## src/hdl/psg_register_write_translator_macros.svh

```systemverilog
// Assertion macros for the PSG register write translator.
`ifndef PSG_REGISTER_WRITE_TRANSLATOR_MACROS_SVH
`define PSG_REGISTER_WRITE_TRANSLATOR_MACROS_SVH

// Same-cycle implication, checked out of reset
`define PSG_ASSERT_IMP(lbl, ante, cons) \
    lbl: assert property (@(posedge i_clk) disable iff (!i_rst_n) (ante) |-> (cons)) \
        else $error("psg assertion failed");

// Next-cycle implication, checked out of reset
`define PSG_ASSERT_NXT(lbl, ante, cons) \
    lbl: assert property (@(posedge i_clk) disable iff (!i_rst_n) (ante) |=> (cons)) \
        else $error("psg assertion failed");

`endif

```

## src/hdl/psg_pkg.sv

```systemverilog
// Package: constants, command/status types, volume table and side mask for the translator.
`timescale 1ns / 1ps
`default_nettype none
package psg_pkg;

    localparam int BASE_OCTAVE_SHIFT = 17;
    localparam int MAPPED_CHANNELS   = 12;
    localparam int STORE_CH          = 12;
    localparam int VOICES            = 6;

    // dividend is ratio << (shift + octave); quotient bits 24..9 must exist
    localparam int RATIO_W = 8;
    localparam int DIV_RAW = RATIO_W + BASE_OCTAVE_SHIFT + 7;
    localparam int DIV_W   = (DIV_RAW > 25) ? DIV_RAW : 25;
    localparam int CNT_W   = $clog2(DIV_W + 1);

    localparam logic [7:0]  RATIO_7M = 8'd147;
    localparam logic [7:0]  RATIO_8M = 8'd164;
    localparam logic [15:0] LO_7M    = 16'd74;
    localparam logic [15:0] HI_7M    = 16'd18767;
    localparam logic [15:0] LO_8M    = 16'd82;
    localparam logic [15:0] HI_8M    = 16'd20971;

    localparam logic [4:0] REG_VOLUME  = 5'h00;
    localparam logic [4:0] REG_TONE    = 5'h08;
    localparam logic [4:0] REG_OCTAVE  = 5'h10;
    localparam logic [4:0] REG_TONE_EN = 5'h14;
    localparam logic [7:0] OCT_KEEP    = 8'h77;

    typedef enum logic [1:0] {
        OFS_FREQ_LO = 2'd0,
        OFS_FREQ_HI = 2'd1,
        OFS_VOLUME  = 2'd2,
        OFS_WAVE    = 2'd3
    } t_psg_ofs;

    // controller -> datapath
    typedef struct packed {
        logic load;
        logic prep;
        logic div_step;
        logic adj;
        logic emit;
        logic sel;
    } t_psg_cmd;

    // datapath -> controller
    typedef struct packed {
        logic     mapped;
        t_psg_ofs ofs;
        logic     wave_changed;
        logic     div_last;
        logic     out_free;
    } t_psg_sts;

    function automatic logic [7:0] vol_rom(input logic [5:0] idx);
        logic [7:0] v;
        begin
            if (idx < 6'd16)       v = 8'h00;
            else if (idx < 6'd32)  v = 8'h11;
            else if (idx < 6'd41)  v = 8'h22;
            else if (idx < 6'd46)  v = 8'h33;
            else if (idx < 6'd51)  v = 8'h44;
            else if (idx < 6'd54)  v = 8'h55;
            else if (idx < 6'd56)  v = 8'h66;
            else if (idx < 6'd59)  v = 8'h77;
            else if (idx < 6'd61)  v = 8'h88;
            else if (idx < 6'd63)  v = 8'h99;
            else                   v = 8'hAA;
            return v;
        end
    endfunction

    function automatic logic [7:0] side_mask(input logic [1:0] sel);
        logic [7:0] m;
        begin
            case (sel)
                2'd0:    m = 8'h00;
                2'd1:    m = 8'h0F;
                2'd2:    m = 8'hF0;
                default: m = 8'hFF;
            endcase
            return m;
        end
    endfunction

endpackage
`default_nettype wire

```

## src/hdl/psg_register_write_translator.sv

```systemverilog
// Top level: PSG register write translator, controller plus datapath.
//
//  channel | direction | handshake             | payload
//  in      | input     | i_in_valid/o_in_stall | i_psg_address, i_psg_data
//  out     | output    | o_out_valid/i_out_stall | o_chip_index, o_target_register,
//          |           |                       | o_target_data, o_last_write
//  cfg     | input     | i_cfg_valid/o_cfg_ready | i_clock_select
//
// Frequency writes hold the input through the accept state, the clamp/octave (prep) state,
// one radix-2 divider step per dividend bit, one fix-up state and two output states.
// Volume writes pass through accept, prep and the final output state; changed waveforms
// use both output states; unmapped channels and unchanged waveforms return to idle after prep.
// Synchronous active-low reset restores clock select 1 and the shadow values.
// Output stalls hold the controller in its output states; the input stalls meanwhile.
`timescale 1ns / 1ps
`default_nettype none
module psg_register_write_translator (
    input  wire         i_clk,
    input  wire         i_rst_n,
    input  wire         i_in_valid,
    output logic        o_in_stall,
    input  wire  [5:0]  i_psg_address,
    input  wire  [7:0]  i_psg_data,
    input  wire         i_cfg_valid,
    output logic        o_cfg_ready,
    input  wire         i_clock_select,
    output logic        o_out_valid,
    input  wire         i_out_stall,
    output logic        o_chip_index,
    output logic [4:0]  o_target_register,
    output logic [7:0]  o_target_data,
    output logic        o_last_write
);

`include "psg_register_write_translator_macros.svh"

    psg_pkg::t_psg_cmd cmd;
    psg_pkg::t_psg_sts sts;
    logic              busy;

    assign o_in_stall  = busy;
    assign o_cfg_ready = 1'b1;

    psg_ctrl u_ctrl (
        .i_clk      (i_clk),
        .i_rst_n    (i_rst_n),
        .i_in_valid (i_in_valid),
        .i_sts      (sts),
        .o_cmd      (cmd),
        .o_busy     (busy)
    );

    psg_dp u_dp (
        .i_clk             (i_clk),
        .i_rst_n           (i_rst_n),
        .i_cmd             (cmd),
        .o_sts             (sts),
        .i_psg_address     (i_psg_address),
        .i_psg_data        (i_psg_data),
        .i_cfg_valid       (i_cfg_valid),
        .i_clock_select    (i_clock_select),
        .i_out_stall       (i_out_stall),
        .o_out_valid       (o_out_valid),
        .o_chip_index      (o_chip_index),
        .o_target_register (o_target_register),
        .o_target_data     (o_target_data),
        .o_last_write      (o_last_write)
    );

    // an accepted word keeps the block busy in the next cycle
    `PSG_ASSERT_NXT(a_busy_after_accept, i_in_valid && !o_in_stall, o_in_stall)
    // a taken non-final output word is followed at once by the final one
    `PSG_ASSERT_NXT(a_second_word_follows, o_out_valid && !i_out_stall && !o_last_write, o_out_valid && o_last_write)
    // an input is never accepted during a divide or output sequence
    `PSG_ASSERT_IMP(a_no_accept_when_busy, busy, o_in_stall)

endmodule
`default_nettype wire

```

## src/hdl/psg_ctrl.sv

```systemverilog
// Controller state machine: sequences accept, divide and the two output words.
`timescale 1ns / 1ps
`default_nettype none
module psg_ctrl (
    input  wire                 i_clk,
    input  wire                 i_rst_n,
    input  wire                 i_in_valid,
    input  psg_pkg::t_psg_sts   i_sts,
    output psg_pkg::t_psg_cmd   o_cmd,
    output logic                o_busy
);

    typedef enum logic [2:0] {
        S_IDLE, S_PREP, S_DIV, S_ADJ, S_OUT0, S_OUT1
    } t_state;

    t_state r_state, n_state;

    // command decode
    always_comb begin
        o_cmd   = '0;
        n_state = r_state;
        unique case (r_state)
            S_IDLE: begin
                if (i_in_valid) begin
                    o_cmd.load = 1'b1;
                    n_state    = S_PREP;
                end
            end
            S_PREP: begin
                if (!i_sts.mapped) begin
                    n_state = S_IDLE;
                end else begin
                    unique case (i_sts.ofs)
                        psg_pkg::OFS_FREQ_LO, psg_pkg::OFS_FREQ_HI: begin
                            o_cmd.prep = 1'b1;
                            n_state    = S_DIV;
                        end
                        psg_pkg::OFS_VOLUME: n_state = S_OUT1;
                        default:  n_state = i_sts.wave_changed ? S_OUT0 : S_IDLE;
                    endcase
                end
            end
            S_DIV: begin
                o_cmd.div_step = 1'b1;
                if (i_sts.div_last) n_state = S_ADJ;
            end
            S_ADJ: begin
                o_cmd.adj = 1'b1;
                n_state   = S_OUT0;
            end
            S_OUT0: begin
                if (i_sts.out_free) begin
                    o_cmd.emit = 1'b1;
                    n_state    = S_OUT1;
                end
            end
            S_OUT1: begin
                o_cmd.sel = 1'b1;
                if (i_sts.out_free) begin
                    o_cmd.emit = 1'b1;
                    n_state    = S_IDLE;
                end
            end
            default: n_state = S_IDLE;
        endcase
    end

    // state and registered busy flag
    always_ff @(posedge i_clk) begin
        if (!i_rst_n) begin
            r_state <= S_IDLE;
            o_busy  <= 1'b0;
        end else begin
            r_state <= n_state;
            o_busy  <= (n_state != S_IDLE);
        end
    end

endmodule
`default_nettype wire

```

## src/hdl/psg_dp.sv

```systemverilog
// Datapath: channel state, shadow registers, radix-2 divider and output register.
`timescale 1ns / 1ps
`default_nettype none
module psg_dp (
    input  wire                 i_clk,
    input  wire                 i_rst_n,
    input  psg_pkg::t_psg_cmd   i_cmd,
    output psg_pkg::t_psg_sts   o_sts,
    input  wire  [5:0]          i_psg_address,
    input  wire  [7:0]          i_psg_data,
    input  wire                 i_cfg_valid,
    input  wire                 i_clock_select,
    input  wire                 i_out_stall,
    output logic                o_out_valid,
    output logic                o_chip_index,
    output logic [4:0]          o_target_register,
    output logic [7:0]          o_target_data,
    output logic                o_last_write
);

    localparam int DW = psg_pkg::DIV_W;
    localparam int CW = psg_pkg::CNT_W;

    logic             r_clk_sel;
    logic [5:0]       r_addr;
    logic [7:0]       r_data;
    logic [15:0]      r_freq [psg_pkg::STORE_CH];
    logic [1:0]       r_wave [psg_pkg::STORE_CH];
    logic [7:0]       r_oct_sh [2][3];
    logic [7:0]       r_en_sh  [2][2];
    logic [15:0]      r_w;
    logic [2:0]       r_oct;
    logic [DW-1:0]    r_dq;
    logic [15:0]      r_rem;
    logic [CW-1:0]    r_cnt;
    logic [7:0]       r_tone;

    logic [3:0]       ch;
    logic             chip;
    logic [3:0]       voice_full;
    logic [2:0]       voice;
    logic [1:0]       oreg;
    logic             mapped;
    logic [1:0]       wf;
    logic [15:0]      n_word, clamped, lo, hi;
    logic [3:0]       msb;
    logic [2:0]       n_oct;
    logic [DW-1:0]    dividend;
    logic [16:0]      rem_sh;
    logic             q_bit;
    logic [16:0]      rem_sub;
    logic [15:0]      q16;
    logic [7:0]       q_lo;
    logic [2:0]       oct_adj;
    logic             en_sel;
    logic [7:0]       bitv;
    logic [7:0]       oct_byte;
    logic [7:0]       keep_mask;
    logic             out_free;
    logic [4:0]       res_reg;
    logic [7:0]       res_data;
    logic             res_last;

    // channel decode
    assign ch         = r_addr[5:2];
    assign chip       = (ch >= 4'(psg_pkg::VOICES));
    assign voice_full = ch - (chip ? 4'(psg_pkg::VOICES) : 4'd0);
    assign voice      = voice_full[2:0];
    assign oreg       = voice[2:1];
    assign mapped     = (ch < 4'(psg_pkg::MAPPED_CHANNELS));
    assign wf         = r_data[7:6];
    assign en_sel     = wf[1] & wf[0];
    assign bitv       = 8'd1 << voice;
    assign out_free   = !o_out_valid || !i_out_stall;

    // frequency merge, clamp and octave from the leading one
    always_comb begin
        n_word = r_freq[mapped ? ch : 4'd0];
        if (r_addr[0]) n_word[15:8] = r_data;
        else           n_word[7:0]  = r_data;
        lo = r_clk_sel ? psg_pkg::LO_8M : psg_pkg::LO_7M;
        hi = r_clk_sel ? psg_pkg::HI_8M : psg_pkg::HI_7M;
        if (n_word < lo)      clamped = lo;
        else if (n_word > hi) clamped = hi;
        else                  clamped = n_word;
        msb = 4'd0;
        for (int i = 0; i < 16; i++) begin
            if (clamped[i]) msb = 4'(i);
        end
        n_oct = (msb >= 4'd13) ? 3'd7 : 3'(msb - 4'd6);
        dividend = DW'(r_clk_sel ? psg_pkg::RATIO_8M : psg_pkg::RATIO_7M)
                   << (psg_pkg::BASE_OCTAVE_SHIFT + int'(n_oct));
    end

    // one restoring divide step
    assign rem_sh  = {r_rem, r_dq[DW-1]};
    assign q_bit   = (rem_sh >= {1'b0, r_w});
    assign rem_sub = rem_sh - {1'b0, r_w};

    // quotient range fix-up
    always_comb begin
        q16     = r_dq[9 +: 16];
        oct_adj = r_oct;
        if (q16 > 16'd511) begin
            q_lo    = q16[8:1];
            oct_adj = r_oct - 3'd1;
        end else if (q16 < 16'd256) begin
            q_lo = 8'd0;
        end else begin
            q_lo = q16[7:0];
        end
    end

    // result word select
    always_comb begin
        keep_mask = voice[0] ? (psg_pkg::OCT_KEEP ^ 8'h70) : (psg_pkg::OCT_KEEP ^ 8'h07);
        oct_byte  = (r_oct_sh[chip][oreg] & keep_mask)
                    | (voice[0] ? {1'b0, r_oct, 4'd0} : {5'd0, r_oct});
        res_last  = i_cmd.sel;
        case (psg_pkg::t_psg_ofs'(r_addr[1:0]))
            psg_pkg::OFS_VOLUME: begin
                res_reg  = psg_pkg::REG_VOLUME + 5'(voice);
                res_data = psg_pkg::vol_rom(r_data[5:0]) & psg_pkg::side_mask(r_data[7:6]);
            end
            psg_pkg::OFS_WAVE: begin
                if (!i_cmd.sel) begin
                    res_reg  = psg_pkg::REG_TONE_EN | 5'(en_sel);
                    res_data = r_en_sh[chip][en_sel] | bitv;
                end else begin
                    res_reg  = psg_pkg::REG_TONE_EN | 5'(!en_sel);
                    res_data = r_en_sh[chip][!en_sel] & ~bitv;
                end
            end
            default: begin
                if (!i_cmd.sel) begin
                    res_reg  = psg_pkg::REG_TONE + 5'(voice);
                    res_data = r_tone;
                end else begin
                    res_reg  = psg_pkg::REG_OCTAVE + 5'(oreg);
                    res_data = oct_byte;
                end
            end
        endcase
    end

    // status to controller
    always_comb begin
        o_sts.mapped       = mapped;
        o_sts.ofs          = psg_pkg::t_psg_ofs'(r_addr[1:0]);
        o_sts.wave_changed = (wf != r_wave[mapped ? ch : 4'd0]);
        o_sts.div_last     = (r_cnt == '0);
        o_sts.out_free     = out_free;
    end

    // control state and model state with reset values
    always_ff @(posedge i_clk) begin
        if (!i_rst_n) begin
            r_clk_sel   <= 1'b1;
            o_out_valid <= 1'b0;
            for (int c = 0; c < psg_pkg::STORE_CH; c++) begin
                r_freq[c] <= '0;
                r_wave[c] <= '0;
            end
            for (int k = 0; k < 2; k++) begin
                for (int j = 0; j < 3; j++) r_oct_sh[k][j] <= '0;
                r_en_sh[k][0] <= 8'h3F;
                r_en_sh[k][1] <= 8'h00;
            end
        end else begin
            if (i_cfg_valid) r_clk_sel <= i_clock_select;
            if (i_cmd.prep) r_freq[ch] <= n_word;
            if (i_cmd.emit) begin
                o_out_valid <= 1'b1;
                if (r_addr[1:0] == psg_pkg::OFS_WAVE) begin
                    r_en_sh[chip][res_reg[0]] <= res_data;
                    if (i_cmd.sel) r_wave[ch] <= wf;
                end else if (r_addr[1] == 1'b0 && i_cmd.sel) begin
                    r_oct_sh[chip][oreg] <= res_data;
                end
            end else if (!i_out_stall) begin
                o_out_valid <= 1'b0;
            end
        end
    end

    // payload registers
    always_ff @(posedge i_clk) begin
        if (i_cmd.load) begin
            r_addr <= i_psg_address;
            r_data <= i_psg_data;
        end
        if (i_cmd.prep) begin
            r_w   <= clamped;
            r_oct <= n_oct;
            r_dq  <= dividend;
            r_rem <= '0;
            r_cnt <= CW'(DW - 1);
        end
        if (i_cmd.div_step) begin
            r_dq  <= {r_dq[DW-2:0], q_bit};
            r_rem <= q_bit ? rem_sub[15:0] : rem_sh[15:0];
            r_cnt <= r_cnt - 1'b1;
        end
        if (i_cmd.adj) begin
            r_tone <= ~q_lo;
            r_oct  <= oct_adj;
        end
        if (i_cmd.emit) begin
            o_chip_index      <= chip;
            o_target_register <= res_reg;
            o_target_data     <= res_data;
            o_last_write      <= res_last;
        end
    end

endmodule
`default_nettype wire
```

## config.mk

```make
export PLATFORM = sky130hd
export DESIGN_NAME = psg_register_write_translator
export DESIGN_NICKNAME = d
export VERILOG_FILES = /design/src/hdl/psg_pkg.sv /design/src/hdl/psg_register_write_translator.sv /design/src/hdl/psg_ctrl.sv /design/src/hdl/psg_dp.sv
export VERILOG_INCLUDE_DIRS = /design/src /design/src/hdl
export SDC_FILE = /design/constraint.sdc
export NUM_CORES = 1
export LEC_CHECK = 0
export BUFFER_PORTS_ARGS = -buffer_cell sky130_fd_sc_hd__clkbuf_2
export CAP_MARGIN = 20
export CORE_MARGIN = 2
export CORE_UTILIZATION = 56
export DETAILED_ROUTE_END_ITERATION = 16
export GPL_TIMING_DRIVEN = 0
export HOLD_SLACK_MARGIN = 0.15
export PLACE_DENSITY = 0.75
export SYNTH_ARGS = -nofsm -noshare
export SYNTH_HDL_FRONTEND = slang
export SYNTH_SLANG_ARGS = --single-unit
```

## constraint.sdc

```tcl
create_clock -name i_clk -period 5.8 [get_ports i_clk]
set_input_delay 1.16 -clock i_clk [delete_from_list [all_inputs] [get_ports i_clk]]
set_output_delay 1.16 -clock i_clk [all_outputs]
set_load 0.005 [all_outputs]
```

==> results.md, run 1 <==
* CTS H-tree depth at 2
* # IOs at 38
* Vias in the first global route at between 10000 and 15000
* Commonest non-fill, non-tap cell in the layout: edfxtp_1
* CTS buffer count at slightly above 40
* Initial Util at 0.566
* IO buf count at 36
* Die Area at around 37000 um2
* Synth Register Bits at 400
* Synth Net Count at roughly 1800
* Max VDD drop at approximately 0.0002 V
* Slew Viols, Final at 0
* GR Util All Layers at 0.321
* Leading cell types in the layout, fill and taps excluded: edfxtp_1 (394), nor2_1 (363), nand2_1 (144)
* Setup TNS at 0 ns
* Core Util, Final at 0.635
* Final cell count without fillers at approximately 2400
* Largest net degree at the start of global routing at 32
* WL final at between 50 and 60 mm
* Final worst slack at 0.0865 ns
* Final hold viol count at 0
* Synth Flop Type: edfxtp_1
* Syn_area_per_cell at approximately 11 um2
* Initial antenna violation count at 1
* Worst-Margin Slew at approximately 1.1 ns
* Die Span Y at ~190 um
* Clk_lat worst skew at about 0.56 ns
* Crit Path Class: flip-flop to flip-flop
* Slew HR at 0.241
* Clock tree sinks at 400
* # nets final at about 1900
* First-pass GRT wire length at 88.1 mm
* # rows at 69
* DRC Markers at 0
* Ys Warns at 0
* CP max stage delay at ~0.67 ns
* Post-synth ARST share at 0
* DRT iter0 DRCs at around 2400
* Worst Hold Depth at 1
* Clock-pin slew on the worst setup and hold paths at around 0.070 ns
* Power Dens Cells at approximately 320 nW/um2
* Register area share after synthesis at 0.598
* Crit path max fanout at 10
* Synth Instances at 1778
* Most Frequent Cell on Critical Path: buf_2
* CTS root buf: clkbuf_16
* CP endpoint kind: flip-flop
* Pre-antenna DRT Iters at 8
* Clock buffer depth at 3
* Total power at a little over 7 mW
* Part of the cycle the worst path needs at 0.985
* Area growth syn-to-layout at 12.3%
* CTS tree: yes
* LEAKAGE at roughly 8.4 nW
* Post-synth EDFFs at 394
* Fraction of layout cells with a size suffix above 1 at 0.130
* Max Fclk at ~180 MHz
* Critical Path AT at between 5 and 6 ns
* Final setup violating endpoints at 0
* WL/cell at between 20 and 25 um
* GRT overflow at 0
* CP required at slightly above 6 ns
* Worst-case reg-to-reg path depth at 21
* Post-synthesis cell type count at 95
* Clock skew at approximately 0.022 ns
* Ordered cell list for the critical path: buf_6, buf_2, buf_2, nor3b_1, nand2_1, a41oi_4, inv_1, ha_1, nand3_1, o21ai_2, a21boi_4, or2_2, buf_2, o32ai_4, nand2_2, ha_4, xor2_4, buf_4, a311oi_1, a31oi_1, a31oi_1
* Status: finished clean
* Worst path slowest cell: nor3b_1
* Core ar. at ~35000 um2
* Place WS at -2.03 ns
* Die X at around 190 um
* Drt via density at between 6 and 7
* Mapped cell area at 20000 um2
* Vias at ~15000
* Critical path launch point type: flip-flop
* Hold Path Class: flip-flop to flip-flop
* Tmin final at roughly 5.7 ns
* GPL Wtd Cong at ~1.0
* Placed cells at 2282
* Post-DRT Antenna Nets at 0
* HPWL after DPL at 41.3 mm
* # Max-Cap Violations at 0
through the flow:
stage,hold slack (ns),instance area [um2]
after floorplan,0.496,20000
after global placement,0.538,20700
after detailed placement,0.537,20800
after CTS,0.542,22300
after global routing,0.565,22400
final,0.532,22400
sequential cells by signal (all words and copies together), names as in the netlist, 8 cells and up:
register	cells
u_dp.o_target_data	8
u_dp.r_data	8
u_dp.r_dq	32
u_dp.r_en_sh	32
u_dp.r_freq	192
u_dp.r_oct_sh	36
u_dp.r_rem	16
u_dp.r_tone	8
u_dp.r_w	16
u_dp.r_wave	24
power by group:
group | internal (mW) | switching [mW]
clock | 1.48 | 1.13
combinational | 0.407 | 0.886
sequential | 3.32 | 0.0485
total | 5.20 | 2.07
cell usage after synthesis, types with 17 or more instances:
cell type / instances / area share
edfxtp_1: 394 / 0.59
nor2_1: 364 / 0.068
nand2_1: 145 / 0.027
a21oi_1: 98 / 0.025
clkbuf_1: 77 / 0.014
inv_1: 74 / 0.014
o21ai_0: 63 / 0.016
mux2i_1: 62 / 0.031
nand3_1: 36 / 0.0090
and3_1: 32 / 0.010
ha_1: 32 / 0.020
nor2b_1: 28 / 0.0088
mux2_2: 23 / 0.013
a211oi_1: 20 / 0.0075
nor3_1: 19 / 0.0048
buf_2: 17 / 0.0043
critical path: cells and delay by family (launching register included):
kind | cells | cell delay, ns
flops | 1 | 0.34
compound gates | 7 | 1.45
buf+inv | 6 | 1.23
simple gates | 5 | 1.55
fa+ha+maj | 2 | 0.63
xor+xnor | 1 | 0.21
what timing repair did:
action | in CTS | in global routing
cloned | 0 | 0
hold buffers | 0 | 0
gates resized for setup | 35 | 21
pin swaps | 3 | 4
endpoints found under the setup margin | 18 | 16
buffers inserted | 4 | 8
worst paths after layout:
kind	from	slack, ns	endpoint
min	u_dp.r_dq[1]	0.53	u_dp.r_dq[2]
min reg2reg	u_dp.r_dq[1]	0.53	u_dp.r_dq[2]
max reg2reg	u_dp.r_addr[5]	0.09	u_dp.r_dq[31]
max	u_dp.r_addr[5]	0.09	u_dp.r_dq[31]
routing by layer:
metal,track usage,share of wire,vias up
li1,-,-,6700
met2,0.508,0.46,1077
met5,0,0,-
met4,0.149,0.050,0
met1,0.425,0.38,7499
met3,0.0706,0.11,211
cell type report:
type,instances,area (um2)
Fill cell,2638,12900
Sequential cell,400,12000
Multi-Input combinational cell,1189,7390
Clock buffer,53,1100
Buffer,112,577
Tap cell,461,577
Timing Repair Buffer,56,368
Inverter,75,282
Clock inverter,21,188
Antenna cell,1,2.50
logic make-up (layout without fill, tap and decap cells):
| logic type | Yosys count | after routing | share of synthesized area |
|---|---|---|---|
| AOI/OAI and AO/OA | 344 | 344 | 0.120 |
| buffers and inverters | 189 | 317 | 0.0409 |
| muxes | 100 | 100 | 0.0593 |
| and+or+nand+nor | 695 | 695 | 0.154 |
| adders and majority gates | 33 | 33 | 0.0210 |
| xor gates and xnor gates | 15 | 15 | 0.00658 |
| DFF | 400 | 400 | 0.598 |
| other | 2 | 3 | 0.000376 |
(Power assumes the default switching activity.)
==> inputs of run 2 (changes only) <==
--- a/config.mk
+++ b/config.mk
@@ -9,11 +9,12 @@
 export BUFFER_PORTS_ARGS = -buffer_cell sky130_fd_sc_hd__clkbuf_2
 export CAP_MARGIN = 20
 export CORE_MARGIN = 2
-export CORE_UTILIZATION = 56
+export CORE_UTILIZATION = 57
 export DETAILED_ROUTE_END_ITERATION = 16
 export GPL_TIMING_DRIVEN = 0
 export HOLD_SLACK_MARGIN = 0.15
-export PLACE_DENSITY = 0.75
+export PLACE_DENSITY = 0.76
 export SYNTH_ARGS = -nofsm -noshare
 export SYNTH_HDL_FRONTEND = slang
+export SYNTH_HIERARCHICAL = 1
 export SYNTH_SLANG_ARGS = --single-unit
==> run 2 against run 1 <==
The run now ends with negative setup slack left. Worst hold slack worse by 0.0075 ns. Power is 4.6% higher. Highest routed layer unchanged. Global-route usage is 0.21 points higher. Largest cell class unchanged. Clock skew is 0.0043 ns lower. Final cell count is 3.7% higher. Design area is 6.1% higher.
==> results.md, run 2 <==
* Die Span Y at around 190 um
* Number of fill cells at 2568
* Violated checks: negative setup slack
* Max VDD drop at just over 0.0003 V
* Total power at 7.60 mW
* Clk_lat worst skew at 0.59 ns
* Clock-pin slew on the worst setup and hold paths at 0.06 ns
* Tmin final at just under 6 ns
* CP endpoint kind: flip-flop
* # IOs at 38
* Core Util, Final at 0.672
* Clock tree sinks at 404
* IO buf count at 36
* WL/cell at 24.5 um
* Leading cell types in the layout, fill and taps excluded: edfxtp_1 (398), nor2_1 (312), nand2_1 (216)
* DRT iter0 DRCs at ~1800
* Initial antenna violation count at 3
* Synth Net Count at 1851
* Vias in the first global route at about 15000
* Crit Path Class: flip-flop to flip-flop
* FF+latch area at 12100 um2
* # nets final at about 2000
* Max Fclk at 169 MHz
* Slew HR at 0.279
* CTS H-tree depth at 2
* Post-synthesis cell type count at between 90 and 100
* Syn_area_per_cell at between 10 and 15 um2
* GRT overflow at 0
* Synth Register Bits at roughly 400
* Final hold viol count at 0
* Largest register FFs at 196
* WL final at between 60 and 70 mm
* Hold slack at approximately 0.52 ns
* Critical path launch point type: flip-flop
* Die Area at between 30000 and 40000 um2
* Fraction of layout cells with a size suffix above 1 at 0.184
* Commonest non-fill, non-tap cell in the layout: edfxtp_1
* First-pass GRT wire length at about 89 mm
* RSZ-0062 raised after global routing: true
* Ys Warns at 6
* Crit path max fanout at 10
* Area contributors post-synth: edfxtp_1 (59%), nor2_1 (5.8%), nand2_1 (4.0%)
* GPL Wtd Cong at 0.947
* Final cell count without fillers at 2456
* Mapped cell area at between 20000 and 25000 um2
* # Max-Cap Violations at 0
* Initial Util at 0.575
* Register area share after synthesis at 0.593
* Critical Path AT at roughly 6.3 ns
* Worst-Margin Slew at around 1.1 ns
* Area growth syn-to-layout at 16.9%
* Status: finished, violations left
* Number of hold buffers added after CTS at 0
* HPWL after DPL at ~40 mm
* Post-synth ARST share at 0
* Final worst slack at -0.132 ns
* Clock buffer depth at 3
* Part of the cycle the worst path needs at 1.02
* Most flop-heavy register: u_dp/r_freq
* Post-DRT Antenna Nets at 0
* Multi-input gate area at 7830 um2
* Hold Path Class: flip-flop to flip-flop
* CTS tree: yes
* Design Area, Final at 23800 um2
* Slew Viols, Final at 0
* Most frequent cells after synthesis: edfxtp_1 (398), nor2_1 (314), nand2_1 (218)
* CTS root buf: clkbuf_16
* Power Dens Cells at about 320 nW/um2
* # rows at approximately 70
* Final setup violating endpoints at 9
* Dpl cell area at about 21000 um2
* Cell taking the most area after synthesis: edfxtp_1
* Most common cell in the netlist: edfxtp_1
* GR Util All Layers at 0.323
* Drt via density at between 6 and 7
* Synth Instances at about 1800
* Pre-antenna DRT Iters at 8
* CTS buffer count at 44
* DRC Markers at 0
* Vias at ~16000
* Largest net degree at the start of global routing at 39
* Die X at a little under 200 um
* Core ar. at 35400 um2
* CP required at about 6 ns
* Post-synth EDFFs at just under 400
* Largest registers: u_dp/r_freq: 196 flops, u_dp/r_oct_sh: 36 flops
* Clock skew at 0.0181 ns
* Synth top area share at 0.587
* LEAKAGE at a little over 9 nW
* Synth Flop Type: edfxtp_1
* Placed cells at 2299
* Place WS at -1.75 ns
* Setup TNS at -0.481 ns
[run 2: cell count changes after synthesis, moves of 18 or more]
cell / change
nand2_1: +73
and2_1: +21
nand3_1: -18
o21ai_0: -18
nor2_1: -50
a21oi_1: -20
[run 2: repair_timing]
action                                  CTS  global route
setup buffers                            51            27
pin swaps                                22            17
resized for setup                        95            74
endpoints found under the setup margin  163            57
[run 2: where the power goes]
group | internal (mW) | switching (mW) | leakage (nW)
combinational | 0.548 | 0.940 | 4.54
clock | 1.53 | 1.17 | 0.673
sequential | 3.35 | 0.0598 | 3.98
[run 2: logic make-up after synthesis]
| group | Yosys count | synth area share |
|---|---|---|
| and+or+nand+nor | 711 | 0.156 |
| DFF | 404 | 0.593 |
| AOI/OAI and AO/OA | 330 | 0.114 |
| buffers and inverters | 198 | 0.0438 |
| muxes | 98 | 0.0626 |
| adders and majority gates | 33 | 0.0206 |
| xor gates and xnor gates | 22 | 0.00983 |
| other | 2 | 0.000369 |
[run 2: critical path, stage by stage, from the launching register on]
cell,delay [ns]
edfxtp_1,0.43
buf_6,0.16
buf_12,0.13
buf_4,0.13
a21bo_2,0.25
buf_6,0.17
a211oi_2,0.23
o22ai_2,0.14
nand3_1,0.13
a21boi_4,0.23
inv_2,0.06
ha_1,0.27
nand2_1,0.05
or4_4,0.51
nor4_4,0.28
buf_4,0.16
buf_4,0.09
nor3_1,0.04
a211oi_2,0.34
buf_4,0.17
nand2_1,0.08
o22ai_4,0.22
nand2_4,0.12
ha_4,0.41
mux2_4,0.34
mux2i_1,0.17
o22ai_1,0.08
mux2_4,0.28
[run 2: routing by layer]
metal,wire length [um],vias to the layer above,global-route usage
li1,-,6844,-
met1,21800,7481,0.410
met2,28300,1059,0.533
met3,6700,238,0.0664
met4,3530,0,0.160
met5,0,-,0
[run 2: area by class of cell]
class,count,share of cell area
Buffer,119,0.0352
Clock inverter,32,0.0112
Timing Repair Buffer,117,0.0339
Tap cell,461,0.0242
Inverter,74,0.0121
Sequential cell,404,0.507
Antenna cell,4,0.000420
Multi-Input combinational cell,1196,0.329
Clock buffer,49,0.0470
[run 2: path summary, 6_finish.rpt]
| check | from | end | slack [ns] | depth (start not counted) |
|---|---|---|---|---|
| setup reg to reg | u_dp/r_addr[4] | u_dp/r_dq[26] | -0.13 | 27 |
| hold / removal | u_dp/r_dq[1] | u_dp/r_dq[2] | 0.52 | 1 |
| hold reg to reg | u_dp/r_dq[1] | u_dp/r_dq[2] | 0.52 | 1 |
| setup / recovery | u_dp/r_addr[4] | u_dp/r_dq[26] | -0.13 | 27 |
